[src/rtl/pacl_pkg.sv]
// ----------------------------------------------------------------------------
// pacl_pkg
// Shared types, field widths and codes for the prefix bind-check block.
// ----------------------------------------------------------------------------
package pacl_pkg;

    // Table size default handed to the top level.
    localparam int TableEntriesDef = 16;

    // Field widths of one transaction.
    localparam int IdxW   = 4;
    localparam int AddrW  = 64;
    localparam int PlenW  = 8;
    localparam int EtypeW = 2;
    localparam int QtypeW = 3;

    // Packed slave tdata width, padded to whole bytes.
    localparam int SDataRawW = IdxW + 1 + 1 + AddrW + AddrW + PlenW + 1 + EtypeW + QtypeW;
    localparam int SDataW    = ((SDataRawW + 7) / 8) * 8;
    localparam int MDataW    = 8;

    // Bit offsets inside the slave tdata.
    localparam int OffIdx   = 0;
    localparam int OffValid = OffIdx + IdxW;
    localparam int OffFam   = OffValid + 1;
    localparam int OffHigh  = OffFam + 1;
    localparam int OffLow   = OffHigh + AddrW;
    localparam int OffPlen  = OffLow + AddrW;
    localparam int OffNever = OffPlen + PlenW;
    localparam int OffEtype = OffNever + 1;
    localparam int OffQtype = OffEtype + EtypeW;

    // Command codes carried in tuser.
    localparam logic CMD_WRITE = 1'b0;
    localparam logic CMD_QUERY = 1'b1;

    // Address families.
    localparam logic FAM_IPV4 = 1'b0;
    localparam logic FAM_IPV6 = 1'b1;

    // Query socket type codes; any code from QT_ERROR up is an error.
    localparam logic [QtypeW-1:0] QT_NONE  = 3'd0;
    localparam logic [QtypeW-1:0] QT_TCP   = 3'd1;
    localparam logic [QtypeW-1:0] QT_UDP   = 3'd2;
    localparam logic [QtypeW-1:0] QT_OTHER = 3'd3;
    localparam logic [QtypeW-1:0] QT_ERROR = 3'd4;

    // Entry socket type codes; the last one allows no known type.
    localparam logic [EtypeW-1:0] ET_ANY      = 2'd0;
    localparam logic [EtypeW-1:0] ET_TCP      = 2'd1;
    localparam logic [EtypeW-1:0] ET_UDP      = 2'd2;
    localparam logic [EtypeW-1:0] ET_RESERVED = 2'd3;

    // Prefix length limits per family.
    localparam logic [PlenW-1:0] PLEN_V4_MAX = 8'd32;
    localparam logic [PlenW-1:0] PLEN_V6_MAX = 8'd128;

    // One stored rule.
    typedef struct packed {
        logic              family;
        logic [AddrW-1:0]  addr_high;
        logic [AddrW-1:0]  addr_low;
        logic [PlenW-1:0]  prefix_len;
        logic              never_bind;
        logic [EtypeW-1:0] sock_type;
    } t_rule;

    // Query held during a table scan.
    typedef struct packed {
        logic              family;
        logic [AddrW-1:0]  addr_high;
        logic [AddrW-1:0]  addr_low;
        logic [QtypeW-1:0] sock_type;
    } t_query;

endpackage

[src/rtl/pacl_rule_mem.sv]
// ----------------------------------------------------------------------------
// pacl_rule_mem
// Rule table: one write port, one registered read port, per-entry valid bits.
// ----------------------------------------------------------------------------
module pacl_rule_mem #(
    parameter int ENTRIES = pacl_pkg::TableEntriesDef,
    parameter int IW      = 4
) (
    input  logic            i_clk,
    input  logic            i_rst_n,
    input  logic            i_wr_en,
    input  logic [IW-1:0]   i_wr_idx,
    input  logic            i_wr_valid,
    input  pacl_pkg::t_rule i_wr_rule,
    input  logic [IW-1:0]   i_rd_idx,
    output logic            o_rd_valid,
    output pacl_pkg::t_rule o_rd_rule
);

    pacl_pkg::t_rule r_mem [ENTRIES];
    logic [ENTRIES-1:0] r_valid;
    logic            r_rd_valid;
    pacl_pkg::t_rule r_rd_rule;

    // Valid bits are cleared by reset; the payload is not.
    always_ff @(posedge i_clk) begin
        if (!i_rst_n) begin
            r_valid <= '0;
        end else if (i_wr_en) begin
            r_valid[i_wr_idx] <= i_wr_valid;
        end
    end

    // Payload write.
    always_ff @(posedge i_clk) begin
        if (i_wr_en) begin
            r_mem[i_wr_idx] <= i_wr_rule;
        end
    end

    // Registered read of one entry per cycle.
    always_ff @(posedge i_clk) begin
        r_rd_rule  <= r_mem[i_rd_idx];
        r_rd_valid <= r_valid[i_rd_idx];
    end

    assign o_rd_valid = r_rd_valid;
    assign o_rd_rule  = r_rd_rule;

endmodule

[src/rtl/pacl_match.sv]
// ----------------------------------------------------------------------------
// pacl_match
// Shared compare unit: decides whether one rule refuses the held query.
// ----------------------------------------------------------------------------
module pacl_match (
    input  pacl_pkg::t_rule  i_rule,
    input  pacl_pkg::t_query i_query,
    output logic             o_refuse
);

    logic [pacl_pkg::PlenW-1:0] v4_len;
    logic [pacl_pkg::PlenW-1:0] v6_len;
    logic [31:0]                v4_mask;
    logic [127:0]               v6_mask;
    logic                       v4_hit;
    logic                       v6_hit;
    logic                       pfx_hit;
    logic                       type_refuse;
    logic                       rule_refuse;

    // Clamp the prefix length to the family's address width.
    always_comb begin
        v4_len = (i_rule.prefix_len > pacl_pkg::PLEN_V4_MAX) ?
                 pacl_pkg::PLEN_V4_MAX : i_rule.prefix_len;
        v6_len = (i_rule.prefix_len > pacl_pkg::PLEN_V6_MAX) ?
                 pacl_pkg::PLEN_V6_MAX : i_rule.prefix_len;
    end

    // Leading-bit masks; a zero length compares nothing.
    always_comb begin
        if (v4_len == '0) begin
            v4_mask = '0;
        end else begin
            v4_mask = {32{1'b1}} << (6'd32 - v4_len[5:0]);
        end
        if (v6_len == '0) begin
            v6_mask = '0;
        end else begin
            v6_mask = {128{1'b1}} << (8'd128 - v6_len);
        end
    end

    // Prefix compare; IPv4 looks at the low 32 bits only.
    always_comb begin
        v4_hit = ((i_query.addr_low[31:0] ^ i_rule.addr_low[31:0]) & v4_mask) == '0;
        v6_hit = (({i_query.addr_high, i_query.addr_low} ^
                   {i_rule.addr_high, i_rule.addr_low}) & v6_mask) == '0;
        pfx_hit = (i_query.family == pacl_pkg::FAM_IPV4) ? v4_hit : v6_hit;
    end

    // Socket-type restriction and never-bind mark.
    always_comb begin
        type_refuse = (i_query.sock_type != pacl_pkg::QT_NONE) &&
                      (i_rule.sock_type != pacl_pkg::ET_ANY) &&
                      ((i_query.sock_type == pacl_pkg::QT_OTHER) ||
                       ({1'b0, i_rule.sock_type} != i_query.sock_type));
        rule_refuse = i_rule.never_bind || type_refuse;
        o_refuse    = rule_refuse && pfx_hit && (i_rule.family == i_query.family);
    end

endmodule

[src/rtl/prefix_acl_bind_check.sv]
// Timing: a table write is registered; a query is scanned in ST_SCAN, then
// ST_DONE registers its verdict; a socket-type error goes straight to ST_DONE.
// Scan: the single rule-table read port and compare unit visit one entry per cycle,
// and no new transaction is taken until the previous verdict is registered;
// a verdict still held on the output stalls the next query in its last state.
// Reset: synchronous, active low; clears all valid bits and the sequencer.
// ----------------------------------------------------------------------------
// prefix_acl_bind_check
// Prefix rule table with a sequential scan deciding whether an address binds.
// ----------------------------------------------------------------------------
module prefix_acl_bind_check #(
    parameter int TABLE_ENTRIES = pacl_pkg::TableEntriesDef
) (
    input  logic                        i_clk,
    input  logic                        i_rst_n,
    // tdata from bit 0: entry_index, entry_valid, family, addr_high, addr_low,
    // prefix_length, never_bind, entry_sock_type, query_sock_type, zero pad
    input  logic [pacl_pkg::SDataW-1:0] i_s_axis_tdata,
    // tuser: command
    input  logic                        i_s_axis_tuser,
    input  logic                        i_s_axis_tvalid,
    output logic                        o_s_axis_tready,
    // tdata from bit 0: bindable, zero pad
    output logic [pacl_pkg::MDataW-1:0] o_m_axis_tdata,
    output logic                        o_m_axis_tvalid,
    input  logic                        i_m_axis_tready
);

    localparam int IW = (TABLE_ENTRIES > 1) ? $clog2(TABLE_ENTRIES) : 1;
    localparam int CW = $clog2(TABLE_ENTRIES + 1);
    localparam logic [CW-1:0] CNT_END = CW'(TABLE_ENTRIES);

    localparam logic [1:0] ST_IDLE = 2'd0;
    localparam logic [1:0] ST_SCAN = 2'd1;
    localparam logic [1:0] ST_DONE = 2'd2;

    logic [1:0]       r_state, n_state;
    logic [CW-1:0]    r_cnt, n_cnt;
    logic             r_cmp_valid, n_cmp_valid;
    logic             r_ok, n_ok;
    logic             r_out_valid, n_out_valid;
    logic             r_out_bind, n_out_bind;
    pacl_pkg::t_query r_query, n_query;

    logic             s_accept;
    logic             wr_en;
    logic             wr_valid;
    logic [pacl_pkg::IdxW-1:0] wr_idx_raw;
    pacl_pkg::t_rule  in_rule;
    pacl_pkg::t_query in_query;
    logic             rd_valid;
    pacl_pkg::t_rule  rd_rule;
    logic             refuse;

    // Unpack the slave transaction.
    always_comb begin
        wr_idx_raw          = i_s_axis_tdata[pacl_pkg::OffIdx +: pacl_pkg::IdxW];
        wr_valid            = i_s_axis_tdata[pacl_pkg::OffValid];
        in_rule.family      = i_s_axis_tdata[pacl_pkg::OffFam];
        in_rule.addr_high   = i_s_axis_tdata[pacl_pkg::OffHigh +: pacl_pkg::AddrW];
        in_rule.addr_low    = i_s_axis_tdata[pacl_pkg::OffLow +: pacl_pkg::AddrW];
        in_rule.prefix_len  = i_s_axis_tdata[pacl_pkg::OffPlen +: pacl_pkg::PlenW];
        in_rule.never_bind  = i_s_axis_tdata[pacl_pkg::OffNever];
        in_rule.sock_type   = i_s_axis_tdata[pacl_pkg::OffEtype +: pacl_pkg::EtypeW];
        in_query.family     = in_rule.family;
        in_query.addr_high  = in_rule.addr_high;
        in_query.addr_low   = in_rule.addr_low;
        in_query.sock_type  = i_s_axis_tdata[pacl_pkg::OffQtype +: pacl_pkg::QtypeW];
    end

    assign o_s_axis_tready = (r_state == ST_IDLE);
    assign s_accept        = i_s_axis_tvalid && o_s_axis_tready;

    // Writes beyond the table are dropped.
    assign wr_en = s_accept && (i_s_axis_tuser == pacl_pkg::CMD_WRITE) &&
                   (32'(wr_idx_raw) < TABLE_ENTRIES);

    pacl_rule_mem #(
        .ENTRIES (TABLE_ENTRIES),
        .IW      (IW)
    ) u_mem (
        .i_clk      (i_clk),
        .i_rst_n    (i_rst_n),
        .i_wr_en    (wr_en),
        .i_wr_idx   (IW'(wr_idx_raw)),
        .i_wr_valid (wr_valid),
        .i_wr_rule  (in_rule),
        .i_rd_idx   (r_cnt[IW-1:0]),
        .o_rd_valid (rd_valid),
        .o_rd_rule  (rd_rule)
    );

    pacl_match u_match (
        .i_rule   (rd_rule),
        .i_query  (r_query),
        .o_refuse (refuse)
    );

    // Sequencer: issue one table read per cycle, compare it in the cycle after.
    always_comb begin
        n_state     = r_state;
        n_cnt       = r_cnt;
        n_cmp_valid = 1'b0;
        n_ok        = r_ok;
        n_query     = r_query;
        n_out_valid = r_out_valid && !i_m_axis_tready;
        n_out_bind  = r_out_bind;
        case (r_state)
            ST_IDLE: begin
                if (s_accept && (i_s_axis_tuser == pacl_pkg::CMD_QUERY)) begin
                    n_query = in_query;
                    n_cnt   = '0;
                    if (in_query.sock_type >= pacl_pkg::QT_ERROR) begin
                        n_ok    = 1'b0;
                        n_state = ST_DONE;
                    end else begin
                        n_ok    = 1'b1;
                        n_state = ST_SCAN;
                    end
                end
            end
            ST_SCAN: begin
                if (r_cmp_valid && rd_valid && refuse) begin
                    n_ok = 1'b0;
                end
                if (r_cnt != CNT_END) begin
                    n_cnt       = r_cnt + 1'b1;
                    n_cmp_valid = 1'b1;
                end else if (!r_cmp_valid) begin
                    n_state = ST_DONE;
                end
            end
            ST_DONE: begin
                if (!r_out_valid || i_m_axis_tready) begin
                    n_out_valid = 1'b1;
                    n_out_bind  = r_ok;
                    n_state     = ST_IDLE;
                end
            end
            default: begin
                n_state = ST_IDLE;
            end
        endcase
    end

    // Control registers.
    always_ff @(posedge i_clk) begin
        if (!i_rst_n) begin
            r_state     <= ST_IDLE;
            r_cnt       <= '0;
            r_cmp_valid <= 1'b0;
            r_out_valid <= 1'b0;
        end else begin
            r_state     <= n_state;
            r_cnt       <= n_cnt;
            r_cmp_valid <= n_cmp_valid;
            r_out_valid <= n_out_valid;
        end
    end

    // Payload registers.
    always_ff @(posedge i_clk) begin
        r_ok       <= n_ok;
        r_query    <= n_query;
        r_out_bind <= n_out_bind;
    end

    assign o_m_axis_tvalid = r_out_valid;
    assign o_m_axis_tdata  = {{(pacl_pkg::MDataW - 1){1'b0}}, r_out_bind};

endmodule
[config.mk]
export PLATFORM = sky130hd
export DESIGN_NAME = prefix_acl_bind_check
export DESIGN_NICKNAME = d
export VERILOG_FILES = /design/src/rtl/pacl_pkg.sv /design/src/rtl/pacl_rule_mem.sv /design/src/rtl/pacl_match.sv /design/src/rtl/prefix_acl_bind_check.sv
export SDC_FILE = /design/constraint.sdc
export NUM_CORES = 2
export LEC_CHECK = 0
export BUFFER_PORTS_ARGS = -buffer_cell sky130_fd_sc_hd__buf_4
export CORE_UTILIZATION = 45
export CTS_CLUSTER_DIAMETER = 30
export DETAILED_ROUTE_END_ITERATION = 10
export MAX_ROUTING_LAYER = met4
export PLACE_DENSITY_LB_ADDON = 0.1
export SLEW_MARGIN = 30
export SYNTH_ARGS = -nofsm -noshare
export SYNTH_HDL_FRONTEND = slang
export SYNTH_SLANG_ARGS = --single-unit
[constraint.sdc]
create_clock -name i_clk -period 38.6 [get_ports i_clk]
set_clock_uncertainty 0.1 [all_clocks]
set_input_delay 5.79 -clock i_clk [delete_from_list [all_inputs] [get_ports i_clk]]
set_output_delay 5.79 -clock i_clk [all_outputs]
set_load 0.02 [all_outputs]
==> results.json <==
{
  "power_frac_clock": 0.578,
  "synth_area_leaders": "edfxtp_1 75%, mux4_2 17%, dfxtp_1 3.5%",
  "r2r_start": "u_mem.o_rd_rule[10]$_DFF_P_",
  "core_region_area_um2": 210000,
  "mostFrequentLayoutCell": "edfxtp_1",
  "cts_made_buffers": 534,
  "ctsHtreeMaxLevel": 6,
  "final_hold_viol_count": 0,
  "p_int_uw": 6220,
  "overflow": 0,
  "die_w_um": 462,
  "p_leak_uw": 0.0377,
  "ir_worst_vdd_mv": 0.0552,
  "cap_viol_max_count": 0,
  "muxShareOfSynthArea": 0.167,
  "fin_nets": 4813,
  "tightest_slew_ns": 1.07,
  "crit_path_end_kind": "flip-flop",
  "detail-route-antenna-nets": 0,
  "whs_path_depth": 0,
  "synth_compound_area_frac": 0.0149,
  "rsz0062_at_grt": "false",
  "grt_pass1_vias": 47501,
  "yosys_warnings": 0,
  "yosysTopAreaCellShare": 0.748,
  "via_per_inst": 5.72,
  "multi_input_area_um2": 19900,
  "cts_sinks": 2540,
  "regArea_um2": 74600,
  "r2r_cells": 13,
  "status": "completed",
  "dp.final_hpwl_um": 121000,
  "crit_slowest_cell": "buf_4",
  "worstHoldStart": "r_ok$_SDFFCE_PP0P_",
  "rrSetupSlack_ns": 33.18,
  "min_to": "r_out_bind$_DFFE_PP_",
  "comb_power_share": 0.026,
  "clock_path_buffers": 4,
  "cp.arrival_ns": 9.19,
  "ios": 167,
  "r2r_end": "r_ok$_SDFFCE_PP0P_",
  "post_drt_wl_per_cell_um": 30.2,
  "power_density_nw_per_um2": 65.7,
  "cts_setup_buffers": 0,
  "grtUsageTotal": 0.233,
  "path_class": "input pin to flip-flop",
  "clk_latency_ns": 0.94,
  "grt_antenna_before_repair": 23,
  "fin_tns_setup_ns": 0,
  "fmax_ghz": 0.114,
  "areaGrowthSynthToFinish_pct": 23.9,
  "fin_crit_ns": 8.76,
  "root_buffer": "clkbuf_16",
  "slowest_delay_ns": 0.86,
  "place_congestion": 0.893,
  "period_share": 0.227,
  "power.total_uw": 7760,
  "synth_fa_ha_area_frac": 0.00155,
  "io_buffers": 155,
  "swShare": 0.199,
  "grt_pass1_wl_um": 342000,
  "critPathBufInv": 5,
  "vias": 45047,
  "drive_gt1_frac": 0.358,
  "initial_utilization": 0.454,
  "synth_simple_gate_area_share": 0.0117,
  "ys_seq_area_frac": 0.783,
  "crit_path_start_kind": "input pin",
  "crit_family": "buffers and inverters",
  "placedCellCount": 6913,
  "cp_cell_sequence": "buf_4, nand3b_1, inv_1, nand3_1, nor2_4, buf_4, buf_4, buf_4",
  "synthCells": 4051,
  "crit_required_ns": 39.02,
  "yosysTopAreaCell": "edfxtp_1",
  "seqPwrFrac": 0.395,
  "ys_ff_latch": 2540,
  "cts_resized": 0,
  "die_h_um": 462,
  "drc_errors": 0,
  "cts_tree": "built",
  "finalMaxSlewViolations": 0,
  "async_flop_share": 0,
  "num_rows": 168,
  "cp_max_fo": 41,
  "routed_wl_um": 238000,
  "n_fill_cell": 15445,
  "p_switching_uw": 1540,
  "clk_pin_slew_ns": 0.04,
  "drt_first_pass_iters": 6,
  "synth_top_family_by_area": "multiplexers",
  "dieArea_um2": 214000,
  "mostFrequentLayoutCells": "2374 x edfxtp_1, 705 x mux4_2, 552 x clkbuf_16",
  "synth.distinct_cells": 74,
  "syn_area_um2": 95300,
  "yosys.area_share.xor_xnor": 0.0124,
  "layout.cells.non_filler": 7880,
  "grt_max_degree": 127,
  "synth_top_flop_cell": "edfxtp_1",
  "relSlewSlack": 0.284,
  "drt_iter0_drc": 3929,
  "synth_edf_count": 2374,
  "min_path_type": "flip-flop to flip-flop",
  "critPathMostFrequentCell": "buf_4",
  "postCtsHoldBufs": 0,
  "finalSetupViolations": 0,
  "syn_avg_cell_area_um2": 23.5
}
## final cells by class
| type | instances | share of cell area |
|---|---|---|
| multi-input combinational | 1305 | 0.169 |
| inverter | 18 | 0.000636 |
| clock buffer | 684 | 0.125 |
| clock inverter | 269 | 0.0261 |
| antenna | 13 | 0.000276 |
| timing repair buffer | 246 | 0.0170 |
| sequential | 2540 | 0.632 |
| tap | 2805 | 0.0297 |
## state kept, by name (all words and copies together), names as in the netlist
register and flops:
o_m_axis_tvalid 1, r_ok 1, r_state 2, r_query 132, u_mem.o_rd_rule 140, u_mem.r_valid 16, r_out_bind 1, r_cnt 5
u_mem.r_mem 2240, r_cmp_valid 1, u_mem.o_rd_valid 1
## synthesized netlist by cell type, types with 3 or more instances
cell / instances
a22o_1: 4
o221ai_1: 4
edfxtp_1: 2374
o22ai_1: 9
mux4_2: 705
nor3_2: 3
nor2b_1: 13
a22oi_1: 8
nor2_1: 70
mux2i_1: 4
a21boi_0: 15
xor2_1: 71
a31oi_1: 7
o21a_1: 4
a21oi_1: 50
o211ai_1: 7
nor3_1: 16
o2bb2ai_1: 3
o2111ai_1: 3
inv_1: 18
nor4_1: 12
buf_1: 54
buf_4: 9
nand2b_1: 11
a211oi_1: 4
a221oi_1: 3
a2111oi_0: 3
o21ai_0: 63
nand2_1: 47
nand3_1: 13
nand4_1: 13
buf_6: 4
buf_2: 9
a32oi_1: 4
dfxtp_1: 166
or3_1: 5
xnor2_1: 64
and2_1: 5
ha_1: 11
clkbuf_1: 118
## kinds of logic (layout without fill, tap and decap cells)
logic type | count (synthesis) | in the layout
mux | 709 | 709
buf+inv | 212 | 1217
flops | 2540 | 2540
xor+xnor | 135 | 135
fa+ha+maj | 12 | 12
compound gates | 218 | 218
simple gates | 224 | 224
other cells | 1 | 20
## per-layer routing
metal	wire length [um]	up-vias	track usage
met2	118000	1417	0.368
li1	-	18646	-
met1	103000	24581	0.312
met5	0	-	-
met4	4780	0	0.0620
met3	12500	403	0.0439
## how the worst max path moves through the flow
stage | start | end | slack, ns | depth (start not counted)
floorplan | i_s_axis_tuser | u_mem.r_valid[0]$_SDFFE_PN0P_ | 21.60 | 6
global placement | i_s_axis_tuser | u_mem.r_mem[12][79]$_DFFE_PP_ | 28.82 | 8
detailed placement | i_s_axis_tuser | u_mem.r_mem[12][79]$_DFFE_PP_ | 28.85 | 8
CTS | i_s_axis_tuser | u_mem.r_mem[12][81]$_DFFE_PP_ | 29.78 | 8
global route | i_s_axis_tuser | u_mem.r_mem[12][80]$_DFFE_PP_ | 29.70 | 8
finish | i_s_axis_tuser | u_mem.r_mem[13][82]$_DFFE_PP_ | 29.84 | 8
## metrics by stage
step	util	cell area [um^2]	setup slack (ns)	hold slack, ns
2_1_floorplan	-	95300	21.60	0.300
3_3_place_gp	0.477	100000	28.82	0.354
3_5_place_dp	0.477	100000	28.85	0.364
4_1_cts	0.562	118000	29.78	0.372
5_1_grt	0.562	118000	29.70	0.382
6_report	0.562	118000	29.84	0.363
## power by group through the flow
| stage | Clock [uW] | Sequential (uW) | Combinational [uW] |
|---|---|---|---|
| floorplan | 0 | 3120 | 102 |
| global placement | 0 | 3120 | 205 |
| detailed placement | 0 | 3120 | 207 |
| CTS | 4560 | 3070 | 208 |
| global route | 4700 | 3070 | 218 |
| finish | 4490 | 3070 | 204 |
Power figures use the tool's default switching activity.
